File: src/sgn_pkg.sv
package sgn_pkg;

    localparam int unsigned BYTE_W    = 8;
    localparam int unsigned TBL_DEPTH = 1 << BYTE_W;

    // One write into the substitution memory
    typedef struct packed {
        logic              we;
        logic [BYTE_W-1:0] addr;
        logic [BYTE_W-1:0] data;
    } sgn_wr_t;

    // Gate network: bit i of u is input U[i]; output S[j] lands on bit 7-j.
    function automatic logic [BYTE_W-1:0] sgn_network(input logic [BYTE_W-1:0] u);
        logic b0, b1, b2, b3, b4, b5, b6, b7, nb0, nb6;
        logic l0, l1, l2, l3, l4, l6, l7, l8, l9, l10, l11, l12, l13, l14;
        logic l15, l16, l18, l19, l20;
        logic g0, g1, g2, g3, g4, g5, g6, g7, g8, g9, g10, g11, g12, g13, g14;
        logic g15, g16, g17, g18, g19, g20, g21, g22, g23, g24, g25, g26, g27;
        logic g28, g29, g30, g31, g32, g33, g34, g35, g36, g37, g38, g39, g40;
        logic g41, g42, g43, g44, g45, g46, g47, g48, g49;
        logic g50, g51, g52, g53, g54, g55, g56, g57, g58, g59, g60, g61;
        logic g62, g63, g64, g65, g66, g67, g68, g69, g70, g71;
        logic c0, c1, c2, c3, c4, c5, c6, c7, c8, c9, c10, c11, c12, c13;
        logic c14, c15, c16, c17;
        logic r0, r1, r2, r3, r4, r5, r6, r7;
        b0 = u[0]; b1 = u[1]; b2 = u[2]; b3 = u[3];
        b4 = u[4]; b5 = u[5]; b6 = u[6]; b7 = u[7];
        nb0 = ~b0;
        nb6 = ~b6;

        // top linear layer
        l12 = b2 ^ b6;
        l10 = l12 ^ b1;
        g0  = b3 ^ b5;
        l1  = g0 ^ b0;
        l3  = b1 ^ l1;
        l9  = l3 ^ b3;
        l4  = nb0 ^ l9;
        l19 = g0 ^ b6;
        g1  = b4 ^ b7;
        l8  = g1 ^ b5;
        l0  = l8 ^ l1;
        l2  = l0 ^ l12;
        l15 = l2 ^ l3;
        l16 = l15 ^ nb6;
        l11 = l16 ^ l9;
        g2  = l1 ^ b7;
        l7  = g2 ^ l11;
        l6  = l7 ^ l16;
        l14 = l7 ^ nb0;
        l13 = l14 ^ l11;
        l18 = l7 ^ l3;
        g3  = b2 ^ b7;
        l20 = g3 ^ g0;

        // nonlinear middle
        g4  = l7 & l3;
        g5  = l15 & l16;
        g6  = l6 & l2;
        g7  = l13 & l12;
        g8  = l11 & l10;
        g9  = l14 & b1;
        g10 = nb0 & l1;
        g11 = l9 & l8;
        g12 = l4 & l0;
        g13 = g12 ^ g10;
        g14 = g13 ^ g6;
        g15 = g11 ^ g10;
        g16 = g4 ^ g15;
        g17 = g5 ^ g14;
        g18 = g9 ^ g17;
        g19 = g7 ^ g18;
        g20 = l20 ^ g19;
        g21 = g6 ^ g16;
        g22 = g9 ^ g21;
        g23 = g8 ^ g22;
        g24 = l19 ^ g23;
        g25 = g4 ^ g14;
        g26 = l18 ^ g25;
        g27 = g5 ^ g16;
        g28 = nb6 ^ g27;
        g29 = g24 ^ g20;
        g30 = g24 & g28;
        g31 = g30 ^ g26;
        g32 = g29 & g31;
        g33 = g32 ^ g20;
        g34 = g28 ^ g26;
        g35 = g30 ^ g20;
        g36 = g34 & g35;
        g37 = g36 ^ g26;
        g38 = g37 ^ g28;
        g39 = g37 ^ g31;
        g40 = g26 & g39;
        g41 = g38 ^ g40;
        g42 = g40 ^ g31;
        g43 = g33 & g42;
        g44 = g29 ^ g43;
        g45 = g41 ^ g37;
        g46 = g33 ^ g37;
        g47 = g44 ^ g41;
        g48 = g47 ^ g46;
        g49 = g44 ^ g33;

        c17 = g37 & l3;
        c16 = g45 & l15;
        c15 = g41 & l2;
        c14 = g48 & l10;
        c13 = g47 & l12;
        c12 = g46 & b1;
        c11 = g33 & l1;
        c10 = g49 & l8;
        c9  = g44 & l0;
        c8  = g37 & l7;
        c7  = g45 & l16;
        c6  = g41 & l6;
        c5  = g48 & l11;
        c4  = g47 & l13;
        c3  = g46 & l14;
        c2  = g33 & nb0;
        c1  = g49 & l9;
        c0  = g44 & l4;

        // bottom linear layer
        g50 = c16 ^ c17;
        g51 = c16 ^ c15;
        g52 = c13 ^ c12;
        g53 = c14 ^ c12;
        g54 = c10 ^ c11;
        g55 = c10 ^ c9;
        g56 = c7 ^ c8;
        g57 = c7 ^ c6;
        g58 = c4 ^ c3;
        g59 = c5 ^ c3;
        g60 = c1 ^ c2;
        g61 = c1 ^ c0;
        r4  = g53 ^ g51;
        g62 = g52 ^ g54;
        g63 = ~g60;
        g64 = g63 ^ g58;
        g65 = g52 ^ g50;
        r3  = g65 ^ g64;
        g66 = g61 ^ g57;
        r5  = g66 ^ g62;
        r7  = g66 ^ r3;
        g67 = g62 ^ g56;
        r2  = g67 ^ g58;
        g68 = g64 ^ r4;
        r6  = g68 ^ g62;
        g69 = g55 ^ g51;
        r0  = ~g69;
        g70 = g59 ^ g57;
        g71 = g68 ^ r2;
        r1  = g71 ^ g70;

        return {r0, r1, r2, r3, r4, r5, r6, r7};
    endfunction

endpackage

File: src/sgn_fill.sv
module sgn_fill (
    input  logic            clk,
    input  logic            rst_n,
    output sgn_pkg::sgn_wr_t wr,
    output logic            done
);
    import sgn_pkg::*;

    logic [BYTE_W-1:0] idx_reg;
    logic [BYTE_W-1:0] idx_next;
    logic              done_reg;
    logic              done_next;

    // sweep every address once after reset
    always_comb
    begin
        idx_next  = idx_reg;
        done_next = done_reg;
        if (!done_reg)
        begin
            idx_next = idx_reg + BYTE_W'(1);
            if (idx_reg == BYTE_W'(TBL_DEPTH - 1))
            begin
                done_next = 1'b1;
            end
        end
    end

    always_ff @(posedge clk or negedge rst_n)
    begin
        if (!rst_n)
        begin
            idx_reg  <= '0;
            done_reg <= 1'b0;
        end
        else
        begin
            idx_reg  <= idx_next;
            done_reg <= done_next;
        end
    end

    // entry value straight from the gate network
    always_comb
    begin
        wr.we   = !done_reg;
        wr.addr = idx_reg;
        wr.data = sgn_network(idx_reg);
    end

    assign done = done_reg;

endmodule

File: src/sgn_mem.sv
module sgn_mem (
    input  logic                      clk,
    input  sgn_pkg::sgn_wr_t          wr,
    input  logic                      re,
    input  logic [sgn_pkg::BYTE_W-1:0] raddr,
    output logic [sgn_pkg::BYTE_W-1:0] rdata
);
    import sgn_pkg::*;

    logic [BYTE_W-1:0] mem [TBL_DEPTH];
    logic [BYTE_W-1:0] rdata_reg;

    // write port
    always_ff @(posedge clk)
    begin
        if (wr.we)
        begin
            mem[wr.addr] <= wr.data;
        end
    end

    // registered read port, holds when not enabled
    always_ff @(posedge clk)
    begin
        if (re)
        begin
            rdata_reg <= mem[raddr];
        end
    end

    assign rdata = rdata_reg;

endmodule

File: src/sbox_gate_network_8bit.sv
// Channel | Signals                      | Direction
// --------+------------------------------+----------
// input   | in_valid, in_stall, in_byte  | in / out / in
// output  | out_valid, out_stall, out_byte | out / in / out
//
// One byte per cycle unless stalled; each byte passes the memory read and output registers.
// After reset a pass over all 256 addresses writes the substitution memory from the
// gate network; in_stall stays high throughout it.
// The read stage and the output register form a two-entry pipeline, so input is
// taken while a result waits under out_stall until both stages are full.
module sbox_gate_network_8bit (
    input  logic                      clk,
    input  logic                      rst_n,
    input  logic                      in_valid,
    output logic                      in_stall,
    input  logic [sgn_pkg::BYTE_W-1:0] in_byte,
    output logic                      out_valid,
    input  logic                      out_stall,
    output logic [sgn_pkg::BYTE_W-1:0] out_byte
);
    import sgn_pkg::*;

    sgn_wr_t           wr;
    logic              fill_done;
    logic              rd_en;
    logic [BYTE_W-1:0] rd_data;

    logic              s1_valid_reg;
    logic              s1_valid_next;
    logic              out_valid_reg;
    logic              out_valid_next;
    logic [BYTE_W-1:0] out_byte_reg;
    logic              out_free;
    logic              s1_move;
    logic              in_take;

    sgn_fill u_fill (
        .clk   (clk),
        .rst_n (rst_n),
        .wr    (wr),
        .done  (fill_done)
    );

    sgn_mem u_mem (
        .clk   (clk),
        .wr    (wr),
        .re    (rd_en),
        .raddr (in_byte),
        .rdata (rd_data)
    );

    // pipeline advance
    assign out_free = !out_valid_reg || !out_stall;
    assign s1_move  = s1_valid_reg && out_free;
    assign in_stall = !(fill_done && (!s1_valid_reg || out_free));
    assign in_take  = in_valid && !in_stall;
    assign rd_en    = in_take;

    always_comb
    begin
        s1_valid_next  = in_take || (s1_valid_reg && !out_free);
        out_valid_next = s1_move || (out_valid_reg && out_stall);
    end

    always_ff @(posedge clk or negedge rst_n)
    begin
        if (!rst_n)
        begin
            s1_valid_reg  <= 1'b0;
            out_valid_reg <= 1'b0;
        end
        else
        begin
            s1_valid_reg  <= s1_valid_next;
            out_valid_reg <= out_valid_next;
        end
    end

    // output data register
    always_ff @(posedge clk)
    begin
        if (s1_move)
        begin
            out_byte_reg <= rd_data;
        end
    end

    assign out_valid = out_valid_reg;
    assign out_byte  = out_byte_reg;

`ifndef NO_ASSERTIONS
    // no transaction enters before the memory is filled
    a_no_take_during_fill: assert property (@(posedge clk) disable iff (!rst_n)
        !fill_done |-> in_stall)
        else $error("input accepted during memory fill");

    // an accepted transaction occupies the read stage next cycle
    a_take_fills_s1: assert property (@(posedge clk) disable iff (!rst_n)
        in_take |=> s1_valid_reg)
        else $error("accepted transaction lost from read stage");

    // a blocked read stage keeps its data
    a_s1_hold: assert property (@(posedge clk) disable iff (!rst_n)
        (s1_valid_reg && !out_free) |=> (s1_valid_reg && $stable(rd_data)))
        else $error("read stage data changed while blocked");
`endif

endmodule
File: config.mk
export PLATFORM = sky130hd
export DESIGN_NAME = sbox_gate_network_8bit
export DESIGN_NICKNAME = d
export VERILOG_FILES = /design/src/sgn_pkg.sv /design/src/sgn_fill.sv /design/src/sgn_mem.sv /design/src/sbox_gate_network_8bit.sv
export SDC_FILE = /design/constraint.sdc
export NUM_CORES = 2
export LEC_CHECK = 0
export BUFFER_PORTS_ARGS = -buffer_cell sky130_fd_sc_hd__buf_4
export CAP_MARGIN = 5
export CORE_ASPECT_RATIO = 1.25
export CORE_MARGIN = 2
export CORE_UTILIZATION = 51
export CTS_CLUSTER_DIAMETER = 40
export CTS_CLUSTER_SIZE = 40
export DETAILED_ROUTE_END_ITERATION = 6
export PLACE_DENSITY = 0.69
export SKIP_CTS_REPAIR_TIMING = 1
export SYNTH_ARGS = -nofsm -noshare
export SYNTH_HDL_FRONTEND = slang
export SYNTH_HIERARCHICAL = 1
export SYNTH_SLANG_ARGS = --single-unit
File: constraint.sdc
create_clock -name clk -period 13.6 [get_ports clk]
set_input_delay 2.72 -clock clk [delete_from_list [all_inputs] [get_ports clk]]
set_output_delay 2.72 -clock clk [all_outputs]
set_load 0.02 [all_outputs]
== Word level (Yosys, flattened, before mapping) ==
Memories as Yosys holds them, arrays and structs flattened. A register that Yosys moved wholly into a read port is not among the register bits.
Cells that the tools add are included.
Cells by class
  equal/unequal tests: 1
  muxes and demuxes: 3
  add/sub/neg operators: 1
  reductions and logical operators: 14
  bitwise gates (word level): 119
Operator list (count)
  XOR 1 bit: 83
  bitwise AND 1 bit: 32
  adder 8 x 1 -> 8 bit (second input constant): 1
  equality test 8 bit (second input constant): 1
  logical AND 1 bit: 5
  logical NOT 1 bit: 5
  logical OR 1 bit: 4
  NOT 1 bit: 4
  2-to-1 mux 1 bit: 3
Storage, ports and cells
  bits of input ports: 12
  memories: 1
  word-level logic and storage cells: 144
  register bits after elaboration: 19
  bits in writable memories: 2048
Memory list
  u_mem.mem: depth 256, width 8, read ports 1, clocked after memory_dff 1, write ports 1, RTL line sgn_mem.sv:10  | logic [BYTE_W-1:0] mem [TBL_DEPTH];

== Longest topological paths before layout ==
  word-level depth: 31
  mapped depth: 21
  gate-level depth less buffers: 19

== By module ==
The synthesis kept the hierarchy.
By module, submodules not included
  sgn_mem: cells each 3733, instances 1, area each 79636.4 µm², seq. area each 61739.2 µm²
  sgn_fill: cells each 238, instances 1, area each 2047.0 µm², seq. area each 225.2 µm²
  sbox_gate_network_8bit: cells each 17, instances 1, area each 341.6 µm², seq. area each 290.3 µm²

== Least setup slack after synthesis ==
OpenSTA, ideal clock, no wires.
  kind: register -> register
  start point: register u_fill.idx_reg[6]
  end point: memory u_mem.mem[0][2], data pin
  arrival time: 12.121 ns
  path slack: -0.170 ns
  path buffers: 2
  clock period less this slack: 13.770 ns
  cell stages (with the launch flop): 20
  setup time: 1.649 ns
  path through: dfrtp_1 > buf_4 > xor2_1 > xnor2_1 > xnor2_1 > inv_1 > ha_1 > clkbuf_1 > inv_1 > xnor2_1 > ha_1 > xnor2_1 > xnor2_1 > xnor2_2 > xor2_2 > xnor3_1 > a2111oi_1 > xnor2_1 > xnor2_2 > xnor2_1
RTL lines
  start, declared: RTL line sgn_fill.sv:9  | logic [BYTE_W-1:0] idx_reg;
  start signal, assigned: RTL line sgn_fill.sv:38  | idx_reg <= idx_next;
  end, declared: RTL line sgn_mem.sv:10

==> results.json <==
{
  "slew_headroom_pct": 13.2,
  "dr.pass1.iters": 7,
  "worst_path_most_repeated_cell": "xnor2_1",
  "coreArea_um2": 160000,
  "power_leakage_uw": 0.0275,
  "synth_area_leader_cell": "edfxtp_1",
  "cts_tree": "yes",
  "grt_use_total_pct": 23.8,
  "drtIter0Drc": 4853,
  "drc": 0,
  "cp_num_buf_inv": 4,
  "cts_made_buffers": 186,
  "path_max_fanout": 106,
  "slowest_delay_ns": 1.01,
  "synth_top_family_by_area": "multiplexers",
  "synth_edf_count": 2064,
  "die_y_um": 452,
  "syn_area_um2": 82000,
  "crit_family": "XOR/XNOR gates",
  "cts.path.max_buffers": 3,
  "gp_congestion": 0.894,
  "holdWs_ns": 0.504,
  "die_x_um": 363,
  "synth_xor_area_share_pct": 0.963,
  "hold_violations": 0,
  "drt-total-wl_um": 194000,
  "rsz0062_at_grt": "no",
  "synth_flop_cell": "edfxtp_1",
  "skew_ns": 0.0303,
  "synth_top_area_share_pct": 75.6,
  "dp_hpwl_um": 116000,
  "maxCapViolCount": 0,
  "min_period_ns": 9.33,
  "slew_violations": 0,
  "grt_overflow": 0,
  "post-route-util_pct": 56.8,
  "critPathRequiredTime_ns": 14.08,
  "setup_viol": 0,
  "peakVddDrop_mv": 0.146,
  "pwr_density_cell_nw_per_um2": 142,
  "layout-drive-gt1-share_pct": 22.1,
  "postRouteAntennaNets": 0,
  "ys_ff_latch": 2075,
  "start_util_pct": 51.3,
  "vias": 40600,
  "synthMuxAreaShare_pct": 14.3,
  "avgSynthCellArea_um2": 20.6,
  "synthCells": 3988,
  "end_kind": "flop",
  "synth_most_common_cell": "edfxtp_1",
  "cts.sink_count": 2075,
  "grt_pass1_wl_um": 282000,
  "ios": 22,
  "htreeDepth": 4,
  "grt_max_degree": 257,
  "grt_antenna_before_repair": 5,
  "ys_top_cells_by_area": "edfxtp_1 (76%), mux4_2 (12%), mux2i_1 (1.7%)",
  "first_global_vias": 40200,
  "crit_chain": "xor2_1 -> xnor2_1 -> xnor2_1 -> inv_1 -> ha_1 -> inv_1 -> xnor2_1 -> ha_1 -> xnor2_1 -> xnor2_1 -> xnor2_2 -> xnor2_1 -> and3_1 -> a41oi_1 -> mux2i_1 -> nor3_1 -> o31ai_1 -> xnor2_1 -> xnor3_4 -> buf_4 -> buf_4",
  "yosysWarnings": 6,
  "largest_register": "u_mem/mem",
  "ys_seq_area_share_pct": 75.9,
  "synth.top_cells.by_count": "edfxtp_1 (2064), mux4_2 (454), nor2_1 (301)",
  "worstSetupPathType": "flop to flop",
  "areaGrowthSynthToFinish_pct": 10.7,
  "synth-compound-area-share_pct": 3.84,
  "synthArstFlopShare_pct": 0.530,
  "wire_per_inst_um": 30.9,
  "status": "finished clean",
  "row_count": 164,
  "syn_nets": 4004,
  "nNetsFinal": 4040,
  "largest_reg_flops": 2048,
  "worstSetupStartpointType": "flop",
  "cts-root-buf": "clkbuf_16",
  "period_share_pct": 68.6,
  "worstMarginPinSlew_ns": 1.30,
  "hp-class": "flop to flop",
  "crit_arrival_ns": 9.81,
  "die_area_um2": 164000,
  "synth_cell_types": 78,
  "portBuffers": 21,
  "cpMaxStageDelayCell": "xnor3_4",
  "insertion_delay_ns": 0.86,
  "yosys.area_share.simple_pct": 3.05,
  "path_clk_slew_ns": 0.07,
  "synth_fa_ha_area_share_pct": 0.0610,
  "fmax_mhz": 107,
  "via_per_inst": 6.48
}
through the flow:
| step | cells | setup TNS (ns) | setup slack [ns] | instance area (µm²) | power (µW) |
|---|---|---|---|---|---|
| after floorplan | 3988 | -82.94 | -0.166 | 82000 | 7290 |
| after global placement | 5911 | 0 | 4.82 | 84000 | 7390 |
| after detailed placement | 5911 | 0 | 4.50 | 84000 | 7390 |
| after CTS | 6260 | 0 | 4.41 | 90800 | 13000 |
| after global routing | 6261 | 0 | 3.57 | 90800 | 13200 |
| final | 6261 | 0 | 4.27 | 90800 | 12900 |
per-layer routing:
layer / vias up / track usage (%) / wire length (µm)
met5: - / 0 / 36
met4: 4 / 8.85 / 6990
met3: 349 / 4.94 / 17600
met2: 2044 / 38.5 / 95500
met1: 21400 / 32.3 / 73400
li1: 16800 / - / -
cell type report:
cell class,count,area [µm²]
Inverter,7,26.3
Tap cell,2075,2600
Clock inverter,153,1990
Clock buffer,196,4760
Antenna cell,1,2.50
Sequential cell,2075,62300
Timing Repair Buffer,96,836
Multi-Input combinational cell,1658,18300
Fill cell,11500,69100
power by group:
group | total, µW | leakage, µW | switching [µW] | internal, µW
clock | 5630 | 0.00324 | 2560 | 3070
sequential | 6920 | 0.0187 | 0 | 6920
combinational | 336 | 0.00563 | 218 | 118
total | 12900 | 0.0275 | 2780 | 10100
placed cells by master, fill, tap and decap left out, types with 48 or more instances in the layout:
| master | netlist | final |
|---|---|---|
| a21oi_1 | 110 | 110 |
| a22oi_1 | 136 | 136 |
| buf_4 | 31 | 86 |
| clkbuf_16 | 0 | 189 |
| edfxtp_1 | 2064 | 2064 |
| mux2i_1 | 140 | 140 |
| mux4_2 | 454 | 454 |
| nand2_1 | 48 | 48 |
| nor2_1 | 301 | 298 |
| o221ai_1 | 49 | 49 |
final timing paths:
path | from | depth (start not counted) | end | slack (ns)
worst max-delay path | u_fill/idx_reg[2] | 21 | u_mem/mem[18][0] | 4.27
worst min-delay path | s1_valid_reg | 1 | out_valid | 0.50
worst max register to register | u_fill/idx_reg[2] | 21 | u_mem/mem[18][0] | 4.27
worst min register to register | s1_valid_reg | 1 | out_valid | 0.50
max in group asynchronous | rst_n | 1 | u_fill/idx_reg[0] | 11.71
min in group asynchronous | rst_n | 1 | u_fill/done | 1.71
kinds of logic after synthesis:
logic type | count (synthesis)
DFF | 2075
muxes | 599
and+or+nand+nor | 544
AOI/OAI and AO/OA | 447
buffers and inverters | 255
xor gates and xnor gates | 64
adders and majority gates | 4
Note: power is estimated with default switching activity, not from simulation.
